## config.mk

```make
export PLATFORM = sky130hd
export DESIGN_NAME = priority_task_ready_list_scheduler
export DESIGN_NICKNAME = d
export VERILOG_FILES = /design/src/ptrls_pkg.sv /design/src/ptrls_ram.sv /design/src/ptrls_ctrl.sv /design/src/ptrls_datapath.sv /design/src/priority_task_ready_list_scheduler.sv
export SDC_FILE = /design/constraint.sdc
export NUM_CORES = 2
export LEC_CHECK = 0
export ABC_AREA = 1
export ABC_CLOCK_PERIOD_IN_PS = 8830
export BUFFER_PORTS_ARGS = -buffer_cell sky130_fd_sc_hd__buf_4
export CAP_MARGIN = 30
export CELL_PAD_IN_SITES_DETAIL_PLACEMENT = 0
export CELL_PAD_IN_SITES_GLOBAL_PLACEMENT = 1
export CORE_UTILIZATION = 55
export CTS_BUF_LIST = sky130_fd_sc_hd__clkbuf_16
export DETAILED_ROUTE_END_ITERATION = 16
export HOLD_SLACK_MARGIN = 0.06
export PLACE_DENSITY = 0.92
export SLEW_MARGIN = 20
export SYNTH_ARGS = -nofsm -noshare
export SYNTH_HDL_FRONTEND = slang
export SYNTH_SLANG_ARGS = --single-unit
```

## constraint.sdc

```tcl
create_clock -name clock -period 8.83 [get_ports clock]
set_input_delay 0.883 -clock clock [delete_from_list [all_inputs] [get_ports clock]]
set_output_delay 0.883 -clock clock [all_outputs]
set_load 0.03 [all_outputs]
```

## src/ptrls_pkg.sv

```systemverilog
package ptrls_pkg;
   localparam int TaskSlots = 64;
   localparam int PriorityLevels = 16;
   localparam int WaitKinds = 2;
   localparam int SlotW = $clog2(TaskSlots);
   localparam int LinkW = SlotW + 1;
   localparam int LevelW = 4;
   localparam int KindW = 1;
   localparam int WaitW = 5;
   localparam int CountW = 7;
   localparam logic [LinkW-1:0] NilLink = LinkW'(TaskSlots);

   typedef enum logic [2:0] {
      OP_SPAWN = 3'd0, OP_YIELD = 3'd1, OP_WAKE = 3'd2,
      OP_PICK = 3'd3, OP_EXIT = 3'd4, OP_SETPRI = 3'd5
   } opcode_type;

   typedef enum logic [2:0] {
      ST_DONE = 3'd0, ST_PICKED = 3'd1, ST_IDLE = 3'd2,
      ST_ALL_EXITED = 3'd3, ST_WAKE_IGNORED = 3'd4
   } status_type;

   typedef enum logic [1:0] {
      MODE_STOP = 2'd0, MODE_READY = 2'd1, MODE_WAIT = 2'd2, MODE_CUR = 2'd3
   } mode_type;

   typedef struct packed {
      logic [2:0] opcode;
      logic [5:0] task_id;
      logic [3:0] priority_req;
      logic [0:0] wait_kind;
   } req_type;

   typedef struct packed {
      logic [2:0] status;
      logic [5:0] picked_task;
      logic [6:0] live_tasks;
   } rsp_type;

   typedef enum logic [3:0] {
      S_IDLE, S_DECODE, S_RD1, S_RD2, S_WAKE_P, S_WAKE_N, S_PUSH,
      S_SCAN, S_XFER, S_XFER_RD, S_XFER_WR, S_POP_RD, S_POP_WR, S_FINISH
   } state_type;

   // Commands from the controller to the datapath.
   typedef struct packed {
      logic latch;
      logic rd_slot;
      logic rd_aux;
      logic do_spawn;
      logic do_yield;
      logic wake_p;
      logic wake_n;
      logic do_push;
      logic scan_step;
      logic xfer_init;
      logic xfer_rd;
      logic xfer_wr;
      logic xfer_next;
      logic pop_rd;
      logic pop_wr;
      logic do_exit;
      logic do_setpri;
      logic finish;
      logic [2:0] status;
   } cmd_type;

   typedef struct packed {
      logic slot_ok;
      mode_type slot_mode;
      logic running_ok;
      logic total_zero;
      logic scan_found;
      logic scan_last;
      logic xfer_valid;
      logic xfer_last_level;
   } sts_type;

   function automatic logic [LevelW-1:0] clamp_level(input logic [3:0] v);
      return (32'(v) >= PriorityLevels) ? LevelW'(PriorityLevels - 1) : LevelW'(v);
   endfunction
endpackage

```

## src/ptrls_ram.sv

```systemverilog
module ptrls_ram #(
   parameter int Width = 8,
   parameter int Depth = 64
) (
   input  logic                     clock,
   input  logic                     wr_en,
   input  logic [$clog2(Depth)-1:0] wr_addr,
   input  logic [Width-1:0]         wr_data,
   input  logic [$clog2(Depth)-1:0] rd_addr,
   output logic [Width-1:0]         rd_data
);
   logic [Width-1:0] mem_ff [Depth];

   always_ff @(posedge clock) begin
      if (wr_en) begin
         mem_ff[wr_addr] <= wr_data;
      end
      rd_data <= mem_ff[rd_addr];
   end
endmodule

```

## src/ptrls_ctrl.sv

```systemverilog
module ptrls_ctrl
   import ptrls_pkg::*;
(
   input  logic    clock,
   input  logic    reset,
   input  logic    start,
   input  logic [2:0] opcode,
   input  sts_type sts,
   output cmd_type cmd,
   output logic    busy
);
   state_type state_ff, state_in;
   logic [2:0] op_ff, op_in;
   logic tried_ff, tried_in;

   always_ff @(posedge clock) begin
      if (reset) begin
         state_ff <= S_IDLE;
         op_ff <= '0;
         tried_ff <= 1'b0;
      end else begin
         state_ff <= state_in;
         op_ff <= op_in;
         tried_ff <= tried_in;
      end
   end

   always_comb begin
      state_in = state_ff;
      op_in = op_ff;
      tried_in = tried_ff;
      cmd = '0;
      cmd.status = ST_DONE;
      busy = (state_ff != S_IDLE);
      case (state_ff)
         S_IDLE: begin
            if (start) begin
               cmd.latch = 1'b1;
               op_in = opcode;
               state_in = S_RD1;
            end
         end
         S_RD1: begin
            // Slot mode and link/level reads for the addressed task, or the current task for a yield.
            cmd.rd_slot = 1'b1;
            state_in = S_DECODE;
         end
         S_DECODE: begin
            state_in = S_FINISH;
            case (op_ff)
               OP_SPAWN: begin
                  if (sts.slot_ok && sts.slot_mode == MODE_STOP) begin
                     cmd.do_spawn = 1'b1;
                     state_in = S_PUSH;
                  end
               end
               OP_YIELD: begin
                  if (sts.running_ok) begin
                     cmd.do_yield = 1'b1;
                     state_in = S_PUSH;
                  end
               end
               OP_WAKE: begin
                  if (sts.slot_ok && sts.slot_mode == MODE_WAIT) begin
                     state_in = S_WAKE_P;
                  end else begin
                     cmd.finish = 1'b1;
                     cmd.status = ST_WAKE_IGNORED;
                     state_in = S_IDLE;
                  end
               end
               OP_PICK: begin
                  if (sts.running_ok) begin
                     state_in = S_FINISH;
                  end else if (sts.total_zero) begin
                     cmd.finish = 1'b1;
                     cmd.status = ST_ALL_EXITED;
                     state_in = S_IDLE;
                  end else begin
                     tried_in = 1'b0;
                     state_in = S_SCAN;
                  end
               end
               OP_EXIT: begin
                  cmd.do_exit = sts.running_ok;
               end
               OP_SETPRI: begin
                  cmd.do_setpri = sts.slot_ok;
               end
               default: begin
                  state_in = S_FINISH;
               end
            endcase
         end
         S_WAKE_P: begin
            cmd.wake_p = 1'b1;
            state_in = S_WAKE_N;
         end
         S_WAKE_N: begin
            cmd.wake_n = 1'b1;
            state_in = S_RD2;
         end
         S_RD2: begin
            cmd.rd_aux = 1'b1;
            state_in = S_PUSH;
         end
         S_PUSH: begin
            cmd.do_push = 1'b1;
            state_in = S_FINISH;
         end
         S_SCAN: begin
            cmd.scan_step = 1'b1;
            if (sts.scan_found) begin
               state_in = S_POP_RD;
            end else if (sts.scan_last) begin
               if (tried_ff) begin
                  cmd.finish = 1'b1;
                  cmd.status = ST_IDLE;
                  state_in = S_IDLE;
               end else begin
                  tried_in = 1'b1;
                  cmd.xfer_init = 1'b1;
                  state_in = S_XFER;
               end
            end
         end
         S_XFER: begin
            if (sts.xfer_valid) begin
               cmd.xfer_rd = 1'b1;
               state_in = S_XFER_RD;
            end else begin
               cmd.xfer_next = 1'b1;
               if (sts.xfer_last_level) begin
                  state_in = S_SCAN;
               end
            end
         end
         S_XFER_RD: begin
            // Hold the walk address so the links are still there next cycle.
            cmd.xfer_rd = 1'b1;
            state_in = S_XFER_WR;
         end
         S_XFER_WR: begin
            cmd.xfer_wr = 1'b1;
            state_in = S_XFER;
         end
         S_POP_RD: begin
            cmd.pop_rd = 1'b1;
            state_in = S_POP_WR;
         end
         S_POP_WR: begin
            cmd.pop_wr = 1'b1;
            cmd.finish = 1'b1;
            cmd.status = ST_PICKED;
            state_in = S_IDLE;
         end
         S_FINISH: begin
            cmd.finish = 1'b1;
            cmd.status = ST_DONE;
            state_in = S_IDLE;
         end
         default: begin
            state_in = S_IDLE;
         end
      endcase
   end
endmodule

```

## src/ptrls_datapath.sv

```systemverilog
module ptrls_datapath
   import ptrls_pkg::*;
(
   input  logic    clock,
   input  logic    reset,
   input  req_type req,
   input  cmd_type cmd,
   output sts_type sts,
   output logic    rsp_valid,
   output rsp_type rsp_data
);
   // Request registers.
   req_type req_ff;
   logic [LevelW-1:0] lvl_ff;

   // Small register state.
   logic [LinkW-1:0] ready_head_ff [PriorityLevels];
   logic [LinkW-1:0] wait_head_ff [PriorityLevels*WaitKinds];
   logic [LinkW-1:0] running_ff;
   logic [CountW-1:0] total_ff;

   // A slot's mode lives in memory; a slot never written since reset is stopped.
   logic [TaskSlots-1:0] md_vld_ff;

   // Working registers.
   logic [SlotW-1:0] tgt_ff;       // slot being pushed or unlinked
   logic [LinkW-1:0] p_ff, n_ff;   // its links
   logic [LevelW-1:0] tl_ff;       // its current level
   logic [WaitW-1:0] push_sel_ff;  // destination list: ready level or wait index
   logic push_wait_ff;
   logic [LevelW-1:0] scan_ff;
   logic [LevelW-1:0] xl_ff;
   logic [LinkW-1:0] xt_ff;
   logic [SlotW:0] guard_ff;
   logic [SlotW-1:0] pick_ff;

   // Link, level and mode memories.
   logic nl_we, pl_we, tl_we, pd_we, md_we;
   logic [SlotW-1:0] nl_wa, pl_wa, tl_wa, pd_wa, md_wa, rd_a;
   logic [LinkW-1:0] nl_wd, pl_wd, nl_rd, pl_rd;
   logic [LevelW-1:0] tl_wd, pd_wd, tl_rd, pd_rd;
   logic [1:0] md_wd, md_rd;

   ptrls_ram #(.Width(LinkW), .Depth(TaskSlots)) u_next (
      .clock(clock), .wr_en(nl_we), .wr_addr(nl_wa), .wr_data(nl_wd),
      .rd_addr(rd_a), .rd_data(nl_rd));
   ptrls_ram #(.Width(LevelW), .Depth(TaskSlots)) u_level (
      .clock(clock), .wr_en(tl_we), .wr_addr(tl_wa), .wr_data(tl_wd),
      .rd_addr(rd_a), .rd_data(tl_rd));
   ptrls_ram #(.Width(LevelW), .Depth(TaskSlots)) u_pend (
      .clock(clock), .wr_en(pd_we), .wr_addr(pd_wa), .wr_data(pd_wd),
      .rd_addr(rd_a), .rd_data(pd_rd));
   ptrls_ram #(.Width(2), .Depth(TaskSlots)) u_mode (
      .clock(clock), .wr_en(md_we), .wr_addr(md_wa), .wr_data(md_wd),
      .rd_addr(rd_a), .rd_data(md_rd));

   logic slot_ok;
   logic [SlotW-1:0] slot;
   logic [SlotW-1:0] run_slot;
   logic [LinkW-1:0] push_head;
   logic [WaitW-1:0] wk_idx;

   assign slot_ok = (32'(req_ff.task_id) < TaskSlots);
   assign slot = req_ff.task_id[SlotW-1:0];
   assign run_slot = running_ff[SlotW-1:0];
   assign push_head = push_wait_ff ? wait_head_ff[push_sel_ff]
                                   : ready_head_ff[push_sel_ff[LevelW-1:0]];
   assign wk_idx = WaitW'({tl_rd, 1'b0}) |
                   WaitW'((32'(req_ff.wait_kind) >= WaitKinds) ? WaitKinds - 1
                                                                : 32'(req_ff.wait_kind));

   // Read address follows the phase: target slot (running slot for a yield), transfer walk or pop head.
   always_comb begin
      rd_a = slot;
      if (cmd.rd_slot && req_ff.opcode == OP_YIELD) begin
         rd_a = run_slot;
      end else if (cmd.rd_aux) begin
         rd_a = tgt_ff;
      end else if (cmd.xfer_rd) begin
         rd_a = xt_ff[SlotW-1:0];
      end else if (cmd.pop_rd) begin
         rd_a = ready_head_ff[scan_ff][SlotW-1:0];
      end
   end

   assign sts.slot_ok = slot_ok;
   assign sts.slot_mode = md_vld_ff[slot] ? mode_type'(md_rd) : MODE_STOP;
   assign sts.running_ok = running_ff != NilLink;
   assign sts.total_zero = total_ff == '0;
   assign sts.scan_found = ready_head_ff[scan_ff] != NilLink;
   assign sts.scan_last = 32'(scan_ff) == PriorityLevels - 1;
   assign sts.xfer_valid = (xt_ff != NilLink) && (32'(guard_ff) < TaskSlots);
   assign sts.xfer_last_level = 32'(xl_ff) == PriorityLevels - 1;

   // Memory writes.
   always_comb begin
      nl_we = 1'b0; nl_wa = tgt_ff; nl_wd = push_head;
      pl_we = 1'b0; pl_wa = tgt_ff; pl_wd = NilLink;
      tl_we = 1'b0; tl_wa = slot; tl_wd = lvl_ff;
      pd_we = 1'b0; pd_wa = slot; pd_wd = lvl_ff;
      md_we = 1'b0; md_wa = slot; md_wd = MODE_READY;
      if (cmd.do_spawn) begin
         tl_we = 1'b1;
         pd_we = 1'b1;
         md_we = 1'b1;
      end
      if (cmd.do_yield) begin
         md_we = 1'b1; md_wa = run_slot; md_wd = MODE_WAIT;
      end
      if (cmd.do_setpri) begin
         pd_we = 1'b1;
      end
      if (cmd.wake_p && p_ff != NilLink) begin
         nl_we = 1'b1; nl_wa = p_ff[SlotW-1:0]; nl_wd = n_ff;
      end
      if (cmd.wake_n) begin
         md_we = 1'b1;
         if (n_ff != NilLink) begin
            pl_we = 1'b1; pl_wa = n_ff[SlotW-1:0]; pl_wd = p_ff;
         end
      end
      if (cmd.do_push) begin
         nl_we = 1'b1; nl_wa = tgt_ff; nl_wd = push_head;
         pl_we = 1'b1; pl_wa = tgt_ff; pl_wd = NilLink;
      end
      if (cmd.do_exit) begin
         md_we = 1'b1; md_wa = run_slot; md_wd = MODE_STOP;
      end
      if (cmd.xfer_wr) begin
         // Reverse the entry: links swap.
         nl_we = 1'b1; nl_wa = xt_ff[SlotW-1:0]; nl_wd = pl_rd;
         pl_we = 1'b1; pl_wa = xt_ff[SlotW-1:0]; pl_wd = nl_rd;
         md_we = 1'b1; md_wa = xt_ff[SlotW-1:0]; md_wd = MODE_READY;
      end
      if (cmd.pop_wr) begin
         tl_we = 1'b1; tl_wa = pick_ff; tl_wd = pd_rd;
         md_we = 1'b1; md_wa = pick_ff; md_wd = MODE_CUR;
         if (nl_rd != NilLink) begin
            pl_we = 1'b1; pl_wa = nl_rd[SlotW-1:0]; pl_wd = NilLink;
         end
      end
   end

   always_ff @(posedge clock) begin
      if (reset) begin
         for (int i = 0; i < PriorityLevels; i++) begin
            ready_head_ff[i] <= NilLink;
         end
         for (int i = 0; i < PriorityLevels*WaitKinds; i++) begin
            wait_head_ff[i] <= NilLink;
         end
         md_vld_ff <= '0;
         running_ff <= NilLink;
         total_ff <= '0;
         rsp_valid <= 1'b0;
      end else begin
         rsp_valid <= cmd.finish;
         if (md_we) begin
            md_vld_ff[md_wa] <= 1'b1;
         end
         if (cmd.do_spawn) begin
            tgt_ff <= slot;
            push_wait_ff <= 1'b0;
            push_sel_ff <= WaitW'(lvl_ff);
            total_ff <= total_ff + 1'b1;
         end
         if (cmd.do_yield) begin
            tgt_ff <= run_slot;
            push_wait_ff <= 1'b1;
            push_sel_ff <= wk_idx;
            running_ff <= NilLink;
         end
         if (cmd.wake_p) begin
            if (p_ff == NilLink) begin
               // Head of a wait list: find which kind holds it.
               for (int k = WaitKinds - 1; k >= 0; k--) begin
                  if (wait_head_ff[WaitW'(32'(tl_ff)*WaitKinds + k)] == LinkW'(slot)) begin
                     wait_head_ff[WaitW'(32'(tl_ff)*WaitKinds + k)] <= n_ff;
                  end
               end
            end
         end
         if (cmd.wake_n) begin
            push_wait_ff <= 1'b0;
            push_sel_ff <= WaitW'(tl_ff);
            tgt_ff <= slot;
         end
         if (cmd.rd_slot) begin
            // Links and level become valid next cycle; capture in the decode state.
         end
         if (cmd.do_push) begin
            if (push_head != NilLink) begin
               // Previous link of the old head handled below.
            end
            if (push_wait_ff) begin
               wait_head_ff[push_sel_ff] <= LinkW'(tgt_ff);
            end else begin
               ready_head_ff[push_sel_ff[LevelW-1:0]] <= LinkW'(tgt_ff);
            end
         end
         if (cmd.do_exit) begin
            running_ff <= NilLink;
            if (total_ff != '0) begin
               total_ff <= total_ff - 1'b1;
            end
         end
         if (cmd.latch) begin
            req_ff <= req;
            lvl_ff <= clamp_level(req.priority_req);
            scan_ff <= '0;
         end
         if (cmd.scan_step && ready_head_ff[scan_ff] == NilLink && !sts.scan_last) begin
            scan_ff <= scan_ff + 1'b1;
         end
         if (cmd.xfer_init) begin
            scan_ff <= '0;
            xl_ff <= '0;
            xt_ff <= wait_head_ff[0];
            guard_ff <= '0;
         end
         if (cmd.xfer_wr) begin
            ready_head_ff[xl_ff] <= xt_ff;
            xt_ff <= nl_rd;
            guard_ff <= guard_ff + 1'b1;
         end
         if (cmd.xfer_next) begin
            wait_head_ff[WaitW'(32'(xl_ff)*WaitKinds)] <= NilLink;
            if (!sts.xfer_last_level) begin
               xl_ff <= xl_ff + 1'b1;
               xt_ff <= wait_head_ff[WaitW'((32'(xl_ff) + 1)*WaitKinds)];
            end
            guard_ff <= '0;
         end
         if (cmd.pop_rd) begin
            pick_ff <= ready_head_ff[scan_ff][SlotW-1:0];
         end
         if (cmd.pop_wr) begin
            ready_head_ff[scan_ff] <= nl_rd;
            running_ff <= LinkW'(pick_ff);
         end
         rsp_data.status <= cmd.status;
         rsp_data.picked_task <= (cmd.status == ST_PICKED) ? pick_ff : '0;
         rsp_data.live_tasks <= total_ff;
      end
   end

   // Capture links and level of the addressed slot in the cycle after the read.
   logic rd_slot_d_ff;
   always_ff @(posedge clock) begin
      if (reset) begin
         rd_slot_d_ff <= 1'b0;
      end else begin
         rd_slot_d_ff <= cmd.rd_slot;
         if (rd_slot_d_ff) begin
            p_ff <= pl_rd;
            n_ff <= nl_rd;
            tl_ff <= tl_rd;
         end
      end
   end

   // The old head's previous link is written in the cycle after a push.
   logic fix_ff;
   logic [SlotW-1:0] fix_slot_ff, fix_val_ff;
   always_ff @(posedge clock) begin
      if (reset) begin
         fix_ff <= 1'b0;
      end else begin
         fix_ff <= cmd.do_push && (push_head != NilLink);
         fix_slot_ff <= push_head[SlotW-1:0];
         fix_val_ff <= tgt_ff;
      end
   end

   // Second write port of prev_link is not available; the fixup shares the
   // finish cycle, where nothing else writes it.
   logic pfix_we;
   assign pfix_we = fix_ff;

   logic [LinkW-1:0] pl_fix_d;
   assign pl_fix_d = LinkW'(fix_val_ff);

   logic pl_we_m;
   logic [SlotW-1:0] pl_wa_m;
   logic [LinkW-1:0] pl_wd_m;
   assign pl_we_m = pl_we | pfix_we;
   assign pl_wa_m = pfix_we ? fix_slot_ff : pl_wa;
   assign pl_wd_m = pfix_we ? pl_fix_d : pl_wd;

   ptrls_ram #(.Width(LinkW), .Depth(TaskSlots)) u_prev (
      .clock(clock), .wr_en(pl_we_m), .wr_addr(pl_wa_m), .wr_data(pl_wd_m),
      .rd_addr(rd_a), .rd_data(pl_rd));
endmodule

```

## src/priority_task_ready_list_scheduler.sv

```systemverilog
// Priority task ready-list scheduler.
// One command beat is taken at a rising edge where start is high and busy is
// low; it carries an opcode (spawn, yield, wake, pick, exit, set next
// priority), a task slot, a level and a wait kind. Each command gives exactly
// one response beat, marked by rsp_valid for a single cycle, with status,
// picked task and live count. A pick scans the ready heads one level per
// cycle until a level holds a task. With nothing ready it walks the
// plain-yield lists, moving each task back through a read, a held read and a
// write of its links over the single link read port, and scans again; it
// answers idle when that still finds nothing. A new beat is accepted in the
// response cycle, so commands are handled one at a time.
// Reset clears all ready and wait heads, the per-slot written flags (so every
// slot reads as stopped), the current task and the live count.
// The receiver cannot stall: each response must be taken in its one cycle.
module priority_task_ready_list_scheduler
   import ptrls_pkg::*;
(
   input  logic    clock,
   input  logic    reset,
   input  logic    start,
   output logic    busy,
   input  req_type req_data,
   output logic    rsp_valid,
   output rsp_type rsp_data
);
   cmd_type cmd;
   sts_type sts;

   // The controller sequences each command; the datapath holds the lists, slots and counts.
   ptrls_ctrl u_ctrl (
      .clock(clock), .reset(reset), .start(start), .opcode(req_data.opcode),
      .sts(sts), .cmd(cmd), .busy(busy));

   ptrls_datapath u_dp (
      .clock(clock), .reset(reset), .req(req_data), .cmd(cmd), .sts(sts),
      .rsp_valid(rsp_valid), .rsp_data(rsp_data));
endmodule

```

==> results.py <==
metrics = {
    "sta": {
        "tightest_slew_ps": 1220,
        "clock_skew_ps": 36.3,
        "slew_headroom_pct": 17.7,
        "holdWs_ps": 193,
        "finalSetupTns_ps": 0,
        "setup_ws_ps": 2970,
        "fmax_mhz": 171,
        "finalHoldViolCount": 0,
        "finalCriticalPeriod_ps": 5860,
        "setup_viol": 0,
        "period_share_pct": 66.3,
        "rsz0062_at_grt": "false",
        "slew_violations": 0,
    },
    "placement": {
        "io_buffer_count": 34,
        "dp_hpwl_um": 183000,
        "preCtsSetupSlack_ps": 3170,
        "post_dp_cell_area_um2": 102000,
        "place_congestion": 1.02,
    },
    "route": {
        "drt_first_pass_iters": 8,
        "drc": 0,
        "wl_um": 298000,
        "drtIter0Drc": 11100,
        "wl_per_cell_um": 23.5,
        "ant_nets": 0,
        "vias": 76900,
        "via_per_inst": 6.08,
    },
    "clock_tree": {
        "cts.path.max_buffers": 3,
        "numCtsBuffers": 211,
        "post_cts_buffers": 0,
        "cts.clk_slew.worst_paths_ps": 70,
        "cts_root_buf": "clkbuf_16",
        "post_cts_resized": 0,
        "cts_tree": "yes",
        "clock_sinks": 2097,
        "ctsHoldBuffers": 0,
        "ctsHtreeMaxLevel": 4,
        "clk_latency_ps": 880,
    },
    "final_layout": {
        "n_antenna_cell": 0,
        "drive_gt1_share_pct": 5.72,
        "layout_commonest_cell": "edfxtp_1",
        "final_util_pct": 60.1,
        "num-fill-cells": 14700,
        "most-common-layout-cells": "edfxtp_1 (1,972), nand3_1 (1,840), nand2_1 (1,639)",
        "final_nets": 10100,
        "design_area_um2": 109000,
        "syn_to_final_growth_pct": 8.68,
    },
    "global_route": {
        "grt_max_degree": 199,
        "grt_pass1_vias": 71700,
        "grt_usage_pct": 31.7,
        "grt_pass1_wl_um": 442000,
        "gr-total-overflow": 0,
        "antenna_found_initial": 2,
    },
    "critical_path": {
        "worst-setup-path-type": "reg -> reg",
        "endpoint_kind": "flip-flop",
        "cp.required_ps": 9560,
        "arrival_ps": 6590,
        "crit_path_start_kind": "flip-flop",
        "worst-path-max-fanout": 117,
    },
    "synthesis": {
        "yosysTopAreaCellShare_pct": 59.3,
        "synth.area.top_cells": "edfxtp_1 (59%), nand3_1 (9.2%), nand2_1 (6.2%)",
        "async_flop_share_pct": 0,
        "syn_area_per_cell_um2": 9.63,
        "syn_area_um2": 99900,
        "synthFlopType": "edfxtp_1",
        "synth_edf_count": 1972,
        "yosys.area.top_type": "edfxtp_1",
        "yosysSeqAreaShare_pct": 61.8,
        "synth_cells": 10400,
        "syn_nets": 10400,
        "ys_ff_latch": 2097,
        "yosysWarningCount": 0,
        "synth_cell_type_count": 58,
    },
    "power": {
        "peakVddDrop_v": 0.000237,
        "power_density_nw_per_um2": 247,
        "power.leakage_nw": 42.2,
    },
    "floorplanning": {
        "die_y_um": 428,
        "pin_count": 35,
        "num_rows": 156,
        "die-area_um2": 183000,
        "die_w_um": 428,
        "core_area_um2": 181000,
        "start_util_pct": 55.3,
    },
    "status": {
        "status": "finished, final reports clean",
    },
    "job": {
        "max-cap-violations": 0,
    },
    "hold_path": {
        "hp-start": "req_data[4]",
        "hold_class": "in -> reg",
    },
}
-- path summary, 6_finish.rpt --
path                                  to  slack [ps]  depth (start not counted)
setup / recovery  u_dp.u_next.rd_data[0]        2970                         19
hold / removal            u_dp.lvl_ff[3]         190                          1
setup reg to reg  u_dp.u_next.rd_data[0]        2970                         19
hold reg to reg       u_dp.md_vld_ff[54]         460                          2
-- report_power, final --
group          leakage (nW)  switching (mW)  internal (mW)  total (mW)
Combinational          19.9            4.90           1.63        6.53
Sequential             18.9           0.301           11.4        11.7
Clock                  3.40            3.88           4.75        8.63
-- cells by family (layout without fill, tap and decap cells) --
group                    count (synthesis)  in the layout  synth area share, %
AO/OA/AOI/OAI                         1236           1236                 6.87
XOR/XNOR                                10             10               0.0877
adder cells (fa/ha/maj)                  5              5               0.0626
buffers and inverters                 2133           2051                 8.38
flip-flops                            2097           2097                 61.8
multiplexers                             5              5               0.0501
AND/OR/NAND/NOR                       4887           4887                 22.7
-- critical path: stages (launching register included) --
cell,delay (ps)
dfxtp_2,610
buf_4,540
inv_2,390
nand2_1,140
nand3_1,70
nand3_1,120
nand3_1,120
nand3_1,110
nand3_1,130
nand2_4,470
nand2_8,600
inv_4,810
buf_4,450
nand2_1,110
nand3_1,90
nand3_1,90
nand3_1,130
nand3_1,200
nand3_1,260
nand2_1,80
-- sequential cells by signal, indices dropped and copies added, names as in the netlist, 64 cells and up, named ones only --
signal and count:
u_dp.u_pend.mem_ff 256, u_dp.u_prev.mem_ff 448, u_dp.u_next.mem_ff 448, u_dp.ready_head_ff 112, u_dp.wait_head_ff 224, u_dp.u_mode.mem_ff 128
u_dp.u_level.mem_ff 256, u_dp.md_vld_ff 64
-- Yosys cell counts (4+ instances only) --
master / count
o21ai_1: 35
nand2_1: 1659
o2111ai_1: 4
edfxtp_1: 1972
ha_1: 5
nor3b_1: 4
o211ai_1: 61
nor2_2: 13
a22oi_1: 11
nand3b_1: 481
buf_4: 8
o21ai_0: 519
clkinv_1: 11
a31oi_1: 4
clkbuf_1: 332
nor4_1: 5
nor2_1: 794
xor2_1: 9
mux2i_1: 5
a221oi_1: 7
and2_1: 4
inv_2: 33
nand2_2: 5
a311oi_1: 14
inv_1: 1444
dfxtp_1: 125
a211oi_1: 22
a21oi_1: 372
buf_2: 257
o221ai_1: 15
nor3_1: 48
nand4_1: 18
buf_1: 47
nand3_1: 1840
o22ai_1: 151
or2_2: 11
-- routing by layer --
layer | share of wire, % | track usage, %
met5 | 0.011 | 0
met3 | 11 | 6.09
met4 | 4.6 | 14.3
met2 | 46 | 49.2
met1 | 39 | 43.3
-- area by class of cell --
type | count | area [um2] | share of cell area (%)
Timing Repair Buffer | 170 | 1620 | 1.50
Inverter | 1488 | 5600 | 5.16
Tap cell | 2370 | 2970 | 2.73
Clock inverter | 177 | 1210 | 1.11
Multi-Input combinational cell | 6143 | 30000 | 27.6
Clock buffer | 216 | 5410 | 4.98
Sequential cell | 2097 | 61700 | 56.9
-- stage by stage --
stage / power, mW / std cells
finish: 26.8 / 12700
floorplan: 16.0 / 10400
CTS: 26.7 / 12600
global placement: 18.1 / 12200
global route: 27.7 / 12700
detailed placement: 18.2 / 12300
Power figures use the tool's default switching activity.
